[src/rtl/core/crlf_ram.sv]
// Generic simple dual-port RAM with registered read.
`default_nettype none

module crlf_ram #(
    parameter int WIDTH = 16,
    parameter int DEPTH = 2
) (
    input  wire logic                       i_clk,
    input  wire logic                       i_we,
    input  wire logic [$clog2(DEPTH)-1:0]   i_waddr,
    input  wire logic [WIDTH-1:0]           i_wdata,
    input  wire logic                       i_re,
    input  wire logic [$clog2(DEPTH)-1:0]   i_raddr,
    output logic      [WIDTH-1:0]           o_rdata
);

    logic [WIDTH-1:0] r_mem [DEPTH];

    always_ff @(posedge i_clk) begin
        if (i_we) begin
            r_mem[i_waddr] <= i_wdata;
        end
        if (i_re) begin
            o_rdata <= r_mem[i_raddr];
        end
    end

endmodule

`default_nettype wire

[config.mk]
export PLATFORM = sky130hd
export DESIGN_NAME = crlf_ram
export DESIGN_NICKNAME = d
export VERILOG_FILES = /design/src/rtl/core/crlf_ram.sv
export SDC_FILE = /design/constraint.sdc
export NUM_CORES = 1
export LEC_CHECK = 0
export ABC_AREA = 1
export BUFFER_PORTS_ARGS = -buffer_cell sky130_fd_sc_hd__buf_2
export CAP_MARGIN = 20
export CORE_MARGIN = 1
export CORE_UTILIZATION = 30
export CTS_BUF_LIST = sky130_fd_sc_hd__clkbuf_4
export DETAILED_ROUTE_END_ITERATION = 10
export GPL_ROUTABILITY_DRIVEN = 0
export PLACE_DENSITY = 0.49
export SYNTH_ARGS = -nofsm -noshare
export SYNTH_HDL_FRONTEND = slang
export SYNTH_SLANG_ARGS = --single-unit
[constraint.sdc]
create_clock -name i_clk -period 3.3 [get_ports i_clk]
set_input_delay 0.165 -clock i_clk [delete_from_list [all_inputs] [get_ports i_clk]]
set_output_delay 0.165 -clock i_clk [all_outputs]
set_load 0.02 [all_outputs]
==> results_dict.tcl, run 1 <==
set metrics [dict create \
    synth.area.top_cells "edfxtp_1 (85%), nand2_1 (9.7%), nand2_2 (1.8%)" \
    cts-root-buf "clkbuf_4" \
    synth.cell_area_sq_um 1700 \
    synth_top_area_cell "edfxtp_1" \
    final_area_sq_um 2160 \
    utilization_pct 39.5 \
    min_period_ns 1.08 \
    cpMaxStageDelayCell "edfxtp_1" \
    num_vias 918 \
    synthCells 104 \
    crit_type "reg2out" \
    holdPathEnd "r_mem[0][3]" \
    cts_max_level 2 \
    antennaDiodeCount 0 \
    start_util_pct 31.1 \
    dpl-instance-area_sq_um 1940 \
    status "finished clean" \
    max-cap-violations 0 \
    hp-start "i_wdata[3]" \
    clk_pin_slew_worst_paths_ns 0.12 \
    crit_path_end_kind "output port" \
    drive_gt1_share_pct 30.4 \
    setup_ws_ns 2.22 \
    initialDrtViolationCount 22 \
    yosysWarnings 0 \
    die_y_microns 77.3 \
    port-buffer-count 36 \
    synth.ff_latch_count 48 \
    fill_cells 524 \
    grt_max_degree 18 \
    avgSynthCellArea_sq_um 16.3 \
    cp.required_ns 3.13 \
    relSlewSlack_pct 58.2 \
    worst_r2r_endpoint "o_rdata[15]" \
    rows 27 \
    hold_depth 1 \
    syn-num-nets 125 \
    r2r_setup_slack_ns 2.55 \
    rsz0062_at_grt "false" \
    cp_cell_sequence "buf_2" \
    clock_skew_ns 0.00308 \
    grt-busiest-layer "met2" \
    gr-total-overflow 0 \
    maxSlewViolCount 0 \
    layout.nets 181 \
    grt_pass1_vias 792 \
    total_leakage_power_nw 0.875 \
    area_delta_synth_final_pct 27.1 \
    avgRoutedWirePerCell_microns 10.4 \
    drt-pass1-iter-count 4 \
    core_area_sq_um 5470 \
    grtUsageMet1_pct 8.60 \
    timing.hold.ws_ns 0.0168 \
    drt_wl_total_mm 2.42 \
    tightest_slew_ns 0.627 \
    fmax_mhz 926 \
    globalRouteMet3Util_pct 3.33 \
    critical_path.top_delay_family "flip-flops" \
    cts_sinks 48 \
    ctsResizeCount 0 \
    hold_class "in2reg" \
    tns_ns 0 \
    peakVddDrop_v 0.000150 \
    cts_tree "built" \
    worstPathMaxFanout 1 \
    grt_antenna_before_repair 0 \
    ys_seq_area_share_pct 84.8 \
    critPathBufInv 1 \
    period_share_pct 32.7 \
    dp_hpwl_mm 1.65 \
    ioPinCount 37 \
    max_stage_delay_ns 0.40 \
    synth_cell_type_count 8 \
    timing.reg2reg.worst_path_depth 2 \
    gr-usage-all-layers_pct 8.61 \
    numCtsBuffers 5 \
    viasPerCell 3.94 \
    clock_latency_ns 0.34 \
    grtUsageMet2_pct 15.0 \
    yosysTopAreaCellShare_pct 84.8 \
    ant_nets 0 \
    place_ws_ns 2.14 \
    p_per_area_nw_per_um2 530 \
    die_width_microns 77.3 \
    r2r_start "r_mem[0][15]" \
    finalHoldViolCount 0 \
    grt_pass1_wl_mm 3.68 \
    startpoint_type "flip-flop" \
    ctsLongestPathBuffers 2 \
    route.detailed.drc 0 \
    critPathArrivalTime_ns 0.91 \
    die_area_sq_um 5970 \
    setup_viol 0 \
]
==> layout by cell type, fill, tap and decap left out <==
| cell type | netlist | routed |
|---|---|---|
| dlygate4sd3_1 | 0 | 15 |
| buf_2 | 0 | 36 |
| edfxtp_1 | 48 | 48 |
| nand2_1 | 44 | 44 |
| clkbuf_4 | 0 | 5 |
| bufinv_16 | 0 | 1 |
| nand2_2 | 5 | 5 |
| nor2_1 | 1 | 1 |
| buf_4 | 0 | 1 |
| inv_6 | 1 | 1 |
| inv_1 | 2 | 2 |
| clkinv_1 | 0 | 2 |
==> cells by family after synthesis <==
family	count (synthesis)	share of synthesized area (%)
AND/OR/NAND/NOR	50	11.8
flip-flops	48	84.8
buffers and inverters	6	3.46
==> sequential cells by signal, indices dropped and copies added, names as in the netlist <==
register,count
r_mem,32
o_rdata,16
==> where the power goes <==
part,switching [mW],internal (mW),total [mW]
combinational,0.0580,0.0388,0.0968
clock,0.165,0.155,0.320
sequential,0.00977,0.719,0.729
total,0.233,0.913,1.15
==> timing repair <==
action / CTS / global route
setup buffers: 0 / 0
endpoints found under the hold margin: 28 / 2
hold buffers: 14 / 1
==> synthesized netlist by cell type <==
cell type   n
buf_12      1
buf_6       2
edfxtp_1   48
nor2_1      1
nand2_2     5
inv_6       1
inv_1       2
nand2_1    44
==> per-stage QoR <==
stage | cells | power [mW]
after floorplan | 104 | 0.793
after global placement | 210 | 0.826
after detailed placement | 210 | 0.829
after CTS | 232 | 1.16
after global routing | 233 | 1.19
final | 233 | 1.15
==> layer usage <==
| layer | share of wire (%) | up-vias | wire length (microns) |
|---|---|---|---|
| li1 | - | 471 | - |
| met1 | 39 | 417 | 946 |
| met2 | 53 | 26 | 1290 |
| met3 | 5.1 | 4 | 124 |
| met4 | 2.3 | 0 | 55 |
| met5 | 0 | - | 0 |
==> worst max path at each step <==
stage	start	to	slack [ns]	depth (start not counted)
floorplan	i_we	r_mem[0][0]	2.02	2
global placement	i_waddr	r_mem[1][6]	2.16	3
detailed placement	i_waddr	r_mem[1][6]	2.14	3
CTS	o_rdata[5]	o_rdata[5]	2.20	1
global route	o_rdata[5]	o_rdata[5]	2.16	1
finish	o_rdata[5]	o_rdata[5]	2.22	1
==> final cells by class <==
type	instances	area [sq um]	area share (%)
clock buffers	5	37.5	1.74
clock inverters	3	37.5	1.74
inverters	3	16.3	0.753
multi-input cells	50	200	9.26
flip-flops and latches	48	1440	66.7
well taps	72	90.1	4.17
repair buffers	52	338	15.6
No activity file was read; power rests on OpenSTA's default activity.
==> inputs of run 2 (changes only) <==
--- a/config.mk
+++ b/config.mk
@@ -5,7 +5,7 @@
 export SDC_FILE = /design/constraint.sdc
 export NUM_CORES = 1
 export LEC_CHECK = 0
-export ABC_AREA = 1
+export ABC_AREA = 0
 export BUFFER_PORTS_ARGS = -buffer_cell sky130_fd_sc_hd__buf_2
 export CAP_MARGIN = 20
 export CORE_MARGIN = 1
==> constraint.sdc (replaced) <==
create_clock -name i_clk -period 1 [get_ports i_clk]
set_input_delay 0.05 -clock i_clk [delete_from_list [all_inputs] [get_ports i_clk]]
set_output_delay 0.05 -clock i_clk [all_outputs]
set_load 0.02 [all_outputs]
==> run 2 against run 1 <==
Against the previous run: area after synthesis increased by 0.15%; sequential share of layout area decreased by 3.3 points; critical endpoint is now o_rdata[12]; first-iteration DRC count increased to 3.3 times the previous value; flip-flop and latch count unchanged; clock skew increased by 0.0060 ns; register-to-register slack got worse by 2.4 ns.
==> results_dict.tcl, run 2 <==
set metrics [dict create \
    status "finished clean" \
    port-buffer-count 36 \
    drt_wl_total_mm 2.45 \
    max-cap-violations 0 \
    yosysTopAreaCellShare_pct 84.6 \
    crit_type "reg2out" \
    relSlewSlack_pct 74.1 \
    min_period_ns 0.979 \
    synth_top_family_by_area "multiplexers" \
    max_stage_delay_ns 0.44 \
    drive_gt1_share_pct 49.6 \
    crit_path_end_kind "output port" \
    synth_edf_count 48 \
    cpMaxStageDelayCell "edfxtp_1" \
    num_vias 804 \
    syn-num-nets 89 \
    period_share_pct 97.9 \
    async_flop_share_pct 0 \
    tightest_slew_ns 0.388 \
    die_area_sq_um 5980 \
    synth_top_area_cell "edfxtp_1" \
    area_delta_synth_final_pct 33.5 \
    top_regs "r_mem (32), o_rdata (16)" \
    synth_compound_area_share_pct 0 \
    critical_path.top_delay_family "flip-flops" \
    largest_register_ffs 32 \
    clk_pin_slew_worst_paths_ns 0.13 \
    worstPathMaxFanout 1 \
    viasPerCell 3.96 \
    drt-pass1-iter-count 2 \
    clock_skew_ns 0.00907 \
    synth_cell_type_count 7 \
    total_leakage_power_nw 0.860 \
    core_area_sq_um 5470 \
    synth.ff_latch_count 48 \
    grt_pass1_wl_mm 4.03 \
    final_common_cell "edfxtp_1" \
    critPathBufInv 1 \
    yosys.cell_count.top_type "edfxtp_1" \
    grt_antenna_before_repair 0 \
    cts_max_level 2 \
    ioPinCount 37 \
    startpoint_type "flip-flop" \
    initialDrtViolationCount 72 \
    numCtsBuffers 5 \
    p_per_area_nw_per_um2 1620 \
    gr-usage-all-layers_pct 9.33 \
    yosysWarnings 0 \
    hold_class "in2reg" \
    layout.nets 151 \
    synthMuxAreaShare_pct 12.8 \
    ant_nets 0 \
    grt_pass1_vias 873 \
    critPathArrivalTime_ns 0.93 \
    synth-adder-area-share_pct 0 \
    regMostFlops "r_mem" \
    peakVddDrop_v 0.000600 \
    ctsLongestPathBuffers 2 \
    cts_sinks 48 \
    die_y_microns 77.3 \
    synthCells 68 \
    clock_latency_ns 0.35 \
    route.detailed.drc 0 \
    antennaDiodeCount 0 \
    synth-main-ff-cell "edfxtp_1" \
    start_util_pct 31.1 \
    cp_cell_sequence "buf_6" \
    cts_setup_buffers 0 \
    synth.cell_area_sq_um 1700 \
    maxSlewViolCount 0 \
    synth.area.top_cells "edfxtp_1 (85%), mux2_4 (8.8%), mux2_2 (4.0%)" \
    tns_ns 0 \
    dp_hpwl_mm 1.63 \
    synth-simple-area-share_pct 0.735 \
    grt_max_degree 17 \
    cts-root-buf "clkbuf_4" \
    avgRoutedWirePerCell_microns 12.1 \
    rsz0062_at_grt "true" \
    gr-total-overflow 0 \
    finalHoldViolCount 0 \
    cp.required_ns 0.95 \
    die_width_microns 77.3 \
    mostFrequentLayoutCells "edfxtp_1 (48), buf_2 (30), dlygate4sd3_1 (16)" \
    synth_common_cells "edfxtp_1 (48), mux2_4 (10), mux2_2 (6)" \
    final_cells 203 \
    total_power_mw 3.69 \
    setup_viol 0 \
    cts_tree "built" \
    synthXorXnorAreaFrac_pct 0 \
    rows 27 \
    avgSynthCellArea_sq_um 25.0 \
    fmax_mhz 1020 \
    ys_seq_area_share_pct 84.6 \
    placedCellCount 179 \
]
-- run 2: worst paths after layout --
| check | start | endpoint | slack, ns | depth (start not counted) |
|---|---|---|---|---|
| max | o_rdata[12] | o_rdata[12] | 0.02 | 1 |
| min | i_re | o_rdata[3] | 0.14 | 1 |
| max reg2reg | r_mem[1][5] | o_rdata[5] | 0.11 | 1 |
| min reg2reg | r_mem[0][6] | o_rdata[6] | 0.56 | 1 |
-- run 2: layer usage --
layer	global-route usage, %	part of all wire (%)	up-vias
met5	0	0	-
met4	5.09	2.0	0
met3	3.88	6.1	4
met2	15.6	51	28
met1	9.99	41	381
li1	-	-	391
-- run 2: where the power goes --
part | leakage, nW | switching (mW) | internal [mW]
logic | 0.369 | 0.175 | 0.222
registers | 0.457 | 0.0363 | 2.37
clock network | 0.0338 | 0.556 | 0.326
total | 0.860 | 0.767 | 2.92
-- run 2: logic make-up (layout without fill, tap and decap cells) --
family | after synthesis | after routing
buffers and inverters | 2 | 65
flip-flops | 48 | 48
multiplexers | 16 | 16
AND/OR/NAND/NOR | 2 | 2
-- run 2: final cells by class --
type	count	area, sq um
clock inverter	1	3.75
multi-input combinational	18	233
sequential	48	1440
tap	72	90.1
timing repair buffer	57	453
fill	514	3200
clock buffer	7	52.6
-- run 2: per-stage QoR --
step | setup slack [ns] | utilization (%) | hold slack (ns) | cell area, sq um
after CTS | 0.00318 | 40.9 | 0.131 | 2240
after floorplan | 0.0872 | - | 0.149 | 1710
after global routing | -0.0357 | 41.5 | 0.120 | 2270
after detailed placement | 0.0790 | 36.9 | 0.245 | 2020
after global placement | 0.0851 | 36.9 | 0.238 | 2020
final | 0.0211 | 41.5 | 0.140 | 2270
-- run 2: repair_timing --
item / in CTS / in global routing
resized for setup: 0 / 12
hold endpoints to repair: 32 / 0
hold buffers: 16 / 0
endpoints found under the setup margin: 0 / 7
