File: src/rtl/core/crlf_pkg.sv
// Shared types, constants and the control program of the comb reverb.
`default_nettype none

package crlf_pkg;

    // Delay line and word widths.
    localparam int DELAY_LEN = 1600;
    localparam int POS_W     = $clog2(DELAY_LEN + 1);
    localparam int ADDR_W    = (DELAY_LEN > 1) ? $clog2(DELAY_LEN) : 1;
    localparam int SAMPLE_W  = 16;
    localparam int LEVEL_W   = 5;

    // Filter arithmetic: inputs hold sample*scale, outputs are Q16.24 in 40 bits.
    localparam int XI_W       = 31;
    localparam int Y_W        = 40;
    localparam int FRAC_W     = 24;
    localparam int COEF_SPLIT = 12;
    localparam int SUM_W      = 43;

    // Shared multiplier and accumulator.
    localparam int MA_W   = 29;
    localparam int MB_W   = 26;
    localparam int PROD_W = MA_W + MB_W;
    localparam int ACC_W  = PROD_W + 13;

    // Truncating divide by twenty: floor(m/20) = (floor(m/4) * RECIP) >> 22.
    localparam int MIX_W     = 23;
    localparam int DMAG_W    = MIX_W - 2;
    localparam int DIV_SHIFT = 22;
    localparam int QUOT_W    = 21;

    localparam logic signed [MB_W-1:0] K_IN_SCALE = MB_W'(28888);
    localparam logic signed [MB_W-1:0] K_COEF_Y0  = MB_W'(-14866750);
    localparam logic signed [MB_W-1:0] K_COEF_Y1  = MB_W'(31528413);
    localparam logic signed [MB_W-1:0] K_TWENTY   = MB_W'(20);
    localparam logic signed [MB_W-1:0] K_RECIP    = MB_W'(838861);

    // Multiplier operand selects.
    typedef enum logic [2:0] {
        MA_DELAYED = 3'd0,
        MA_YO0_HI  = 3'd1,
        MA_YO0_LO  = 3'd2,
        MA_YO1_HI  = 3'd3,
        MA_YO1_LO  = 3'd4,
        MA_FILT    = 3'd5,
        MA_SAMPLE  = 3'd6,
        MA_DMAG    = 3'd7
    } t_mul_a;

    typedef enum logic [2:0] {
        MB_SCALE  = 3'd0,
        MB_C0     = 3'd1,
        MB_C1     = 3'd2,
        MB_LEVEL  = 3'd3,
        MB_TWENTY = 3'd4,
        MB_RECIP  = 3'd5
    } t_mul_b;

    typedef enum logic [1:0] {
        ACC_HOLD    = 2'd0,
        ACC_LOAD    = 2'd1,
        ACC_LOAD_SH = 2'd2,
        ACC_ADD     = 2'd3
    } t_acc_op;

    typedef enum logic [2:0] {
        SUM_HOLD      = 3'd0,
        SUM_LOAD_P    = 3'd1,
        SUM_ADD_COEF  = 3'd2,
        SUM_ADD_XI0   = 3'd3,
        SUM_ADD_XI1X2 = 3'd4
    } t_sum_op;

    typedef enum logic [2:0] {
        ACT_NONE    = 3'd0,
        ACT_READ    = 3'd1,
        ACT_UPDATE  = 3'd2,
        ACT_FILT    = 3'd3,
        ACT_DIVPREP = 3'd4,
        ACT_WRITE   = 3'd5
    } t_act;

    typedef enum logic [2:0] {
        COND_NEXT     = 3'd0,
        COND_WAIT_IN  = 3'd1,
        COND_IF_FILL  = 3'd2,
        COND_JUMP     = 3'd3,
        COND_WAIT_OUT = 3'd4
    } t_cond;

    localparam int STEP_W = 5;
    typedef logic [STEP_W-1:0] t_step;

    typedef struct packed {
        t_mul_a  mul_a;
        t_mul_b  mul_b;
        t_acc_op acc_op;
        t_sum_op sum_op;
        t_act    act;
        t_cond   cond;
        t_step   target;
    } t_ctrl;

    // Program addresses.
    localparam t_step ST_FETCH    = 5'd0;
    localparam t_step ST_READ     = 5'd1;
    localparam t_step ST_XMUL     = 5'd2;
    localparam t_step ST_C0_HI    = 5'd3;
    localparam t_step ST_C0_LO    = 5'd4;
    localparam t_step ST_C1_HI    = 5'd5;
    localparam t_step ST_C1_LO    = 5'd6;
    localparam t_step ST_C1_ACC   = 5'd7;
    localparam t_step ST_C1_SUM   = 5'd8;
    localparam t_step ST_ADD_XI0  = 5'd9;
    localparam t_step ST_ADD_XI1  = 5'd10;
    localparam t_step ST_UPDATE   = 5'd11;
    localparam t_step ST_FILT     = 5'd12;
    localparam t_step ST_FB_MUL   = 5'd13;
    localparam t_step ST_DRY_MUL  = 5'd14;
    localparam t_step ST_MIX      = 5'd15;
    localparam t_step ST_DIV_PREP = 5'd16;
    localparam t_step ST_DIV_MUL  = 5'd17;
    localparam t_step ST_WRITE    = 5'd18;
    localparam t_step ST_OUT      = 5'd19;
    localparam t_step ST_FILL     = 5'd20;
    localparam t_step ST_FILL_ACC = 5'd21;

    // Control store. The product of a step is registered and is consumed by a later step.
    function automatic t_ctrl ucode(input t_step s);
        t_ctrl c;
        c = '{mul_a: MA_SAMPLE, mul_b: MB_LEVEL, acc_op: ACC_HOLD, sum_op: SUM_HOLD,
              act: ACT_NONE, cond: COND_NEXT, target: ST_FETCH};
        case (s)
            ST_FETCH:    c.cond = COND_WAIT_IN;
            ST_READ: begin
                c.act    = ACT_READ;
                c.cond   = COND_IF_FILL;
                c.target = ST_FILL;
            end
            ST_XMUL: begin
                c.mul_a = MA_DELAYED;
                c.mul_b = MB_SCALE;
            end
            ST_C0_HI: begin
                c.sum_op = SUM_LOAD_P;
                c.mul_a  = MA_YO0_HI;
                c.mul_b  = MB_C0;
            end
            ST_C0_LO: begin
                c.acc_op = ACC_LOAD_SH;
                c.mul_a  = MA_YO0_LO;
                c.mul_b  = MB_C0;
            end
            ST_C1_HI: begin
                c.acc_op = ACC_ADD;
                c.mul_a  = MA_YO1_HI;
                c.mul_b  = MB_C1;
            end
            ST_C1_LO: begin
                c.sum_op = SUM_ADD_COEF;
                c.acc_op = ACC_LOAD_SH;
                c.mul_a  = MA_YO1_LO;
                c.mul_b  = MB_C1;
            end
            ST_C1_ACC:   c.acc_op = ACC_ADD;
            ST_C1_SUM:   c.sum_op = SUM_ADD_COEF;
            ST_ADD_XI0:  c.sum_op = SUM_ADD_XI0;
            ST_ADD_XI1:  c.sum_op = SUM_ADD_XI1X2;
            ST_UPDATE:   c.act = ACT_UPDATE;
            ST_FILT:     c.act = ACT_FILT;
            ST_FB_MUL: begin
                c.mul_a = MA_FILT;
                c.mul_b = MB_LEVEL;
            end
            ST_DRY_MUL: begin
                c.acc_op = ACC_LOAD;
                c.mul_a  = MA_SAMPLE;
                c.mul_b  = MB_TWENTY;
            end
            ST_MIX:      c.acc_op = ACC_ADD;
            ST_DIV_PREP: c.act = ACT_DIVPREP;
            ST_DIV_MUL: begin
                c.mul_a = MA_DMAG;
                c.mul_b = MB_RECIP;
            end
            ST_WRITE:    c.act = ACT_WRITE;
            ST_OUT: begin
                c.cond   = COND_WAIT_OUT;
                c.target = ST_FETCH;
            end
            ST_FILL: begin
                c.mul_a = MA_SAMPLE;
                c.mul_b = MB_LEVEL;
            end
            ST_FILL_ACC: begin
                c.acc_op = ACC_LOAD;
                c.cond   = COND_JUMP;
                c.target = ST_DIV_PREP;
            end
            default: begin
                c.cond   = COND_JUMP;
                c.target = ST_FETCH;
            end
        endcase
        return c;
    endfunction

    // Clamp to the 16-bit sample range.
    function automatic logic signed [SAMPLE_W-1:0] sat_sample(input logic signed [20:0] v);
        logic signed [SAMPLE_W-1:0] r;
        if (v > 21'sd32767) begin
            r = 16'sh7FFF;
        end else if (v < -21'sd32768) begin
            r = 16'sh8000;
        end else begin
            r = v[SAMPLE_W-1:0];
        end
        return r;
    endfunction

endpackage

`default_nettype wire

File: src/rtl/core/crlf_seq.sv
// Step counter and control store of the comb reverb sequencer.
`default_nettype none

module crlf_seq (
    input  wire logic           i_clk,
    input  wire logic           i_rst_n,
    input  wire logic           i_in_fire,
    input  wire logic           i_running,
    input  wire logic           i_out_free,
    output crlf_pkg::t_ctrl     o_ctrl
);
    import crlf_pkg::*;

    t_step r_step;
    t_step n_step;

    assign o_ctrl = ucode(r_step);

    always_comb begin
        case (o_ctrl.cond)
            COND_NEXT:     n_step = r_step + 1'b1;
            COND_WAIT_IN:  n_step = i_in_fire ? r_step + 1'b1 : r_step;
            COND_IF_FILL:  n_step = i_running ? r_step + 1'b1 : o_ctrl.target;
            COND_JUMP:     n_step = o_ctrl.target;
            COND_WAIT_OUT: n_step = i_out_free ? o_ctrl.target : r_step;
            default:       n_step = ST_FETCH;
        endcase
    end

    always_ff @(posedge i_clk) begin
        if (!i_rst_n) begin
            r_step <= ST_FETCH;
        end else begin
            r_step <= n_step;
        end
    end

endmodule

`default_nettype wire

File: config.mk
export PLATFORM = sky130hd
export DESIGN_NAME = crlf_seq
export DESIGN_NICKNAME = d
export VERILOG_FILES = /design/src/rtl/core/crlf_pkg.sv /design/src/rtl/core/crlf_seq.sv
export SDC_FILE = /design/constraint.sdc
export NUM_CORES = 1
export LEC_CHECK = 0
export BUFFER_PORTS_ARGS = -buffer_cell sky130_fd_sc_hd__clkbuf_2
export CAP_MARGIN = 20
export CORE_MARGIN = 4
export CORE_UTILIZATION = 40
export CTS_CLUSTER_DIAMETER = 120
export DETAILED_ROUTE_END_ITERATION = 16
export PLACE_DENSITY_LB_ADDON = 0.15
export REMOVE_ABC_BUFFERS = 1
export SYNTH_ARGS = -nofsm -noshare
export SYNTH_HDL_FRONTEND = slang
export SYNTH_SLANG_ARGS = --single-unit
File: constraint.sdc
create_clock -name i_clk -period 2.92 [get_ports i_clk]
set_input_delay 0 -clock i_clk [delete_from_list [all_inputs] [get_ports i_clk]]
set_output_delay 0 -clock i_clk [all_outputs]
set_load 0.005 [all_outputs]
==> summary.md <==
| Metric | Value |
|---|---|
| Status | finished clean |
| Slew Limit Fails | 0 |
| 1st-pass router iterations | 4 |
| Syn Area/Cell | 7.08 um2 |
| Fin. Hold Viols | 0 |
| Final Cycle Share | 87.6% |
| Clock transition at path regs | 0.05 ns |
| Initial antenna violation count | 0 |
| Slew @ Worst Pin | 0.504 ns |
| HP Start | i_rst_n |
| Synth warnings | 0 |
| Max Fclk | 0.391 GHz |
| Filler cell count | 228 |
| CTS Buffer Depth | 2 |
| Placed Cells | 161 |
| # DRC | 0 |
| ANT cells | 0 |
| Top Registers | r_step x5 |
| Worst setup startpoint | r_step[1]$_SDFFE_PN0P_ |
| Routed WL per cell | 13.3 um |
| CTS buffer count | 3 |
| Worst EP arrival | 2.56 ns |
| Slew headroom | 66.1% |
| Post-synth EDFFs | 0 |
| RSZ-0062 raised after global routing | no |
| Hold-fix buffers, CTS | 0 |
| Initial core utilization | 41.8% |
| Post-Syn Area | 821 um2 |
| H-tree depth | 1 |
| First-pass GRT wire length | 3.53 mm |
| Via count | 900 |
| WL final | 2.19 mm |
| Hold Path Class | in2reg |
| Cells after Synth | 116 |
| Worst IR Drop VDD | 0.000472 V |
| GRT Util Overall | 16.3% |
| Die Width | 53.3 um |
| Total gr overflow | 0 |
| Largest Register | r_step |
| Critical path endpoint category | output port |
| Sum Neg Setup Slack | 0 ns |
| Worst hold slack | 0.00546 ns |
| Clk sinks | 5 |
| Worst EP required | 2.92 ns |
| # setup viols final | 0 |
| Post-DP HPWL | 1.70 mm |
| IO Pins | 27 |
| Post-route ant nets | 0 |
| Vias in the first global route | 794 |
| Non-filler cells, final | 165 |
| Post-CTS Setup Bufs | 0 |
| Total power | 0.00103 W |
| Fin nets | 149 |
| Pre-CTS WS | 0.514 ns |
| Root Buffer | clkbuf_4 |
| Die H | 53.3 um |
| Max Clock Skew | 0.00512 ns |
| Static leakage | 0.445 nW |
| Worst r2r src | r_step[1]$_SDFFE_PN0P_ |
| Worst-skew pair later-pin latency | 0.25 ns |
| Placeable Area | 0.00196 mm2 |
| DRT iter0 DRCs | 23 |
| CTS tree | yes |
| Die footprint | 0.00284 mm2 |
| Sequential area share after synthesis | 12.2% |
| Share of cells above drive strength 1 | 29.7% |
| Asr flop ratio synth | 0% |
| Routability cong. | 0.818 |
| Area delta synth->final | 17.1% |
| Largest net degree at the start of global routing | 22 |
| CP startpoint kind | register |
| FP Rows | 16 |
| Number of distinct library cells after synthesis | 43 |
| Most common flop cell mapped by yosys | dfxtp_1 |
| Max-Cap Viols | 0 |
| Yosys reg bits | 5 |
| Post-layout min period | 2.56 ns |
| IO Port Bufs | 23 |
| Setup CP Type | reg2out |
| Post-CTS resize count | 0 |
| Via-to-Cell Ratio | 5.45 |
| Setup WS post-layout | 0.363 ns |
| Max reg flops | 5 |
| Worst Path Max Fanout | 9 |
| Pwr dens | 1070 mW/mm2 |
-- cell usage after synthesis (2+ instances only) --
cell,n,area share (%)
a21oi_1,7,4.3
nor2_1,12,5.5
dfxtp_1,5,12
nor2b_1,2,1.5
buf_2,2,1.2
nand2_1,8,3.7
or3_1,3,2.3
xor2_1,2,2.1
nand3b_1,2,1.8
a211oi_1,2,1.8
mux2i_1,2,2.4
clkbuf_1,2,0.91
nand3_1,2,1.2
o32ai_1,2,2.1
or2_2,3,2.3
nand2b_1,6,4.6
o31ai_1,2,1.8
a21boi_1,2,1.8
nor3_1,5,3.0
inv_1,7,3.2
buf_4,5,4.6
and3_1,4,3.0
ha_1,5,7.6
o21ai_0,4,2.4
o22ai_1,2,1.5
-- metrics by stage --
step / utilization, % / area [um2]
2_1_floorplan: - / 762
3_3_place_gp: 47.6 / 933
3_5_place_dp: 47.6 / 933
4_1_cts: 49.0 / 961
5_1_grt: 49.0 / 961
6_report: 49.0 / 961
-- area by class of cell --
cell class | instances | area [um2] | share of cell area (%)
Clock buffer | 3 | 22.5 | 2.34
Clock inverter | 1 | 5.00 | 0.521
Inverter | 7 | 26.3 | 2.73
Sequential cell | 5 | 100 | 10.4
Tap cell | 27 | 33.8 | 3.52
Timing Repair Buffer | 26 | 138 | 14.3
Multi-Input combinational cell | 96 | 636 | 66.1
-- placed cells by master, fill, tap and decap left out, types with 2 or more instances in the layout --
master,count
ha_1,5
nor2_1,12
nand3_1,2
nand3b_1,2
nand2b_1,6
xor2_1,2
o32ai_1,2
a211oi_1,2
a21boi_1,2
nor2b_1,2
o31ai_1,2
buf_4,3
clkbuf_4,3
or2_2,3
or3_1,3
dfxtp_1,5
clkbuf_2,23
a21oi_1,7
inv_1,7
nor3_1,5
nand2_1,8
o22ai_1,2
and3_1,4
o21ai_0,4
mux2i_1,2
conb_1,3
-- power breakdown --
group / switching (W) / total, W / internal (W) / leakage (nW)
clock network: 0.0000315 / 0.0000812 / 0.0000497 / 0.0177
logic: 0.000464 / 0.000826 / 0.000362 / 0.386
registers: 0.0000301 / 0.000121 / 0.0000911 / 0.0408
total: 0.000525 / 0.00103 / 0.000503 / 0.445
-- path summary, 6_finish.rpt --
check	cells after the start	slack, ns	end
worst max-delay path	8	0.36	o_ctrl[6]
worst max register to register	8	0.50	r_step[4]$_SDFFE_PN0P_
worst min-delay path	3	0.005	r_step[4]$_SDFFE_PN0P_
worst min register to register	2	0.53	r_step[1]$_SDFFE_PN0P_
-- cells by family (layout without fill, tap and decap cells) --
group	count (synthesis)	count (layout)	synth area share, %
AND/OR/NAND/NOR	56	56	40.1
multiplexers	3	3	3.81
adder cells (fa/ha/maj)	5	5	7.62
other	1	3	0.457
AO/OA/AOI/OAI	26	26	21.3
XOR/XNOR	3	3	3.20
flip-flops	5	5	12.2
buffers and inverters	17	37	11.3
-- worst max-delay path, cell delays in order, from the launching register on --
cell and delay, ns:
dfxtp_1 0.40, inv_1 0.09, ha_1 0.31, nand2b_1 0.28, nor2_2 0.07, or3_4 0.43, nor4_4 0.45, or2_2 0.19
clkbuf_2 0.10
-- per-layer routing --
metal | routed length (um) | global-route usage, % | up-vias
li1 | - | - | 450
met1 | 981 | 21.2 | 408
met2 | 1020 | 28.2 | 37
met3 | 166 | 0.845 | 5
met4 | 29 | 5.53 | 0
met5 | 0 | 0 | -
No activity file was read; power rests on OpenSTA's default activity.
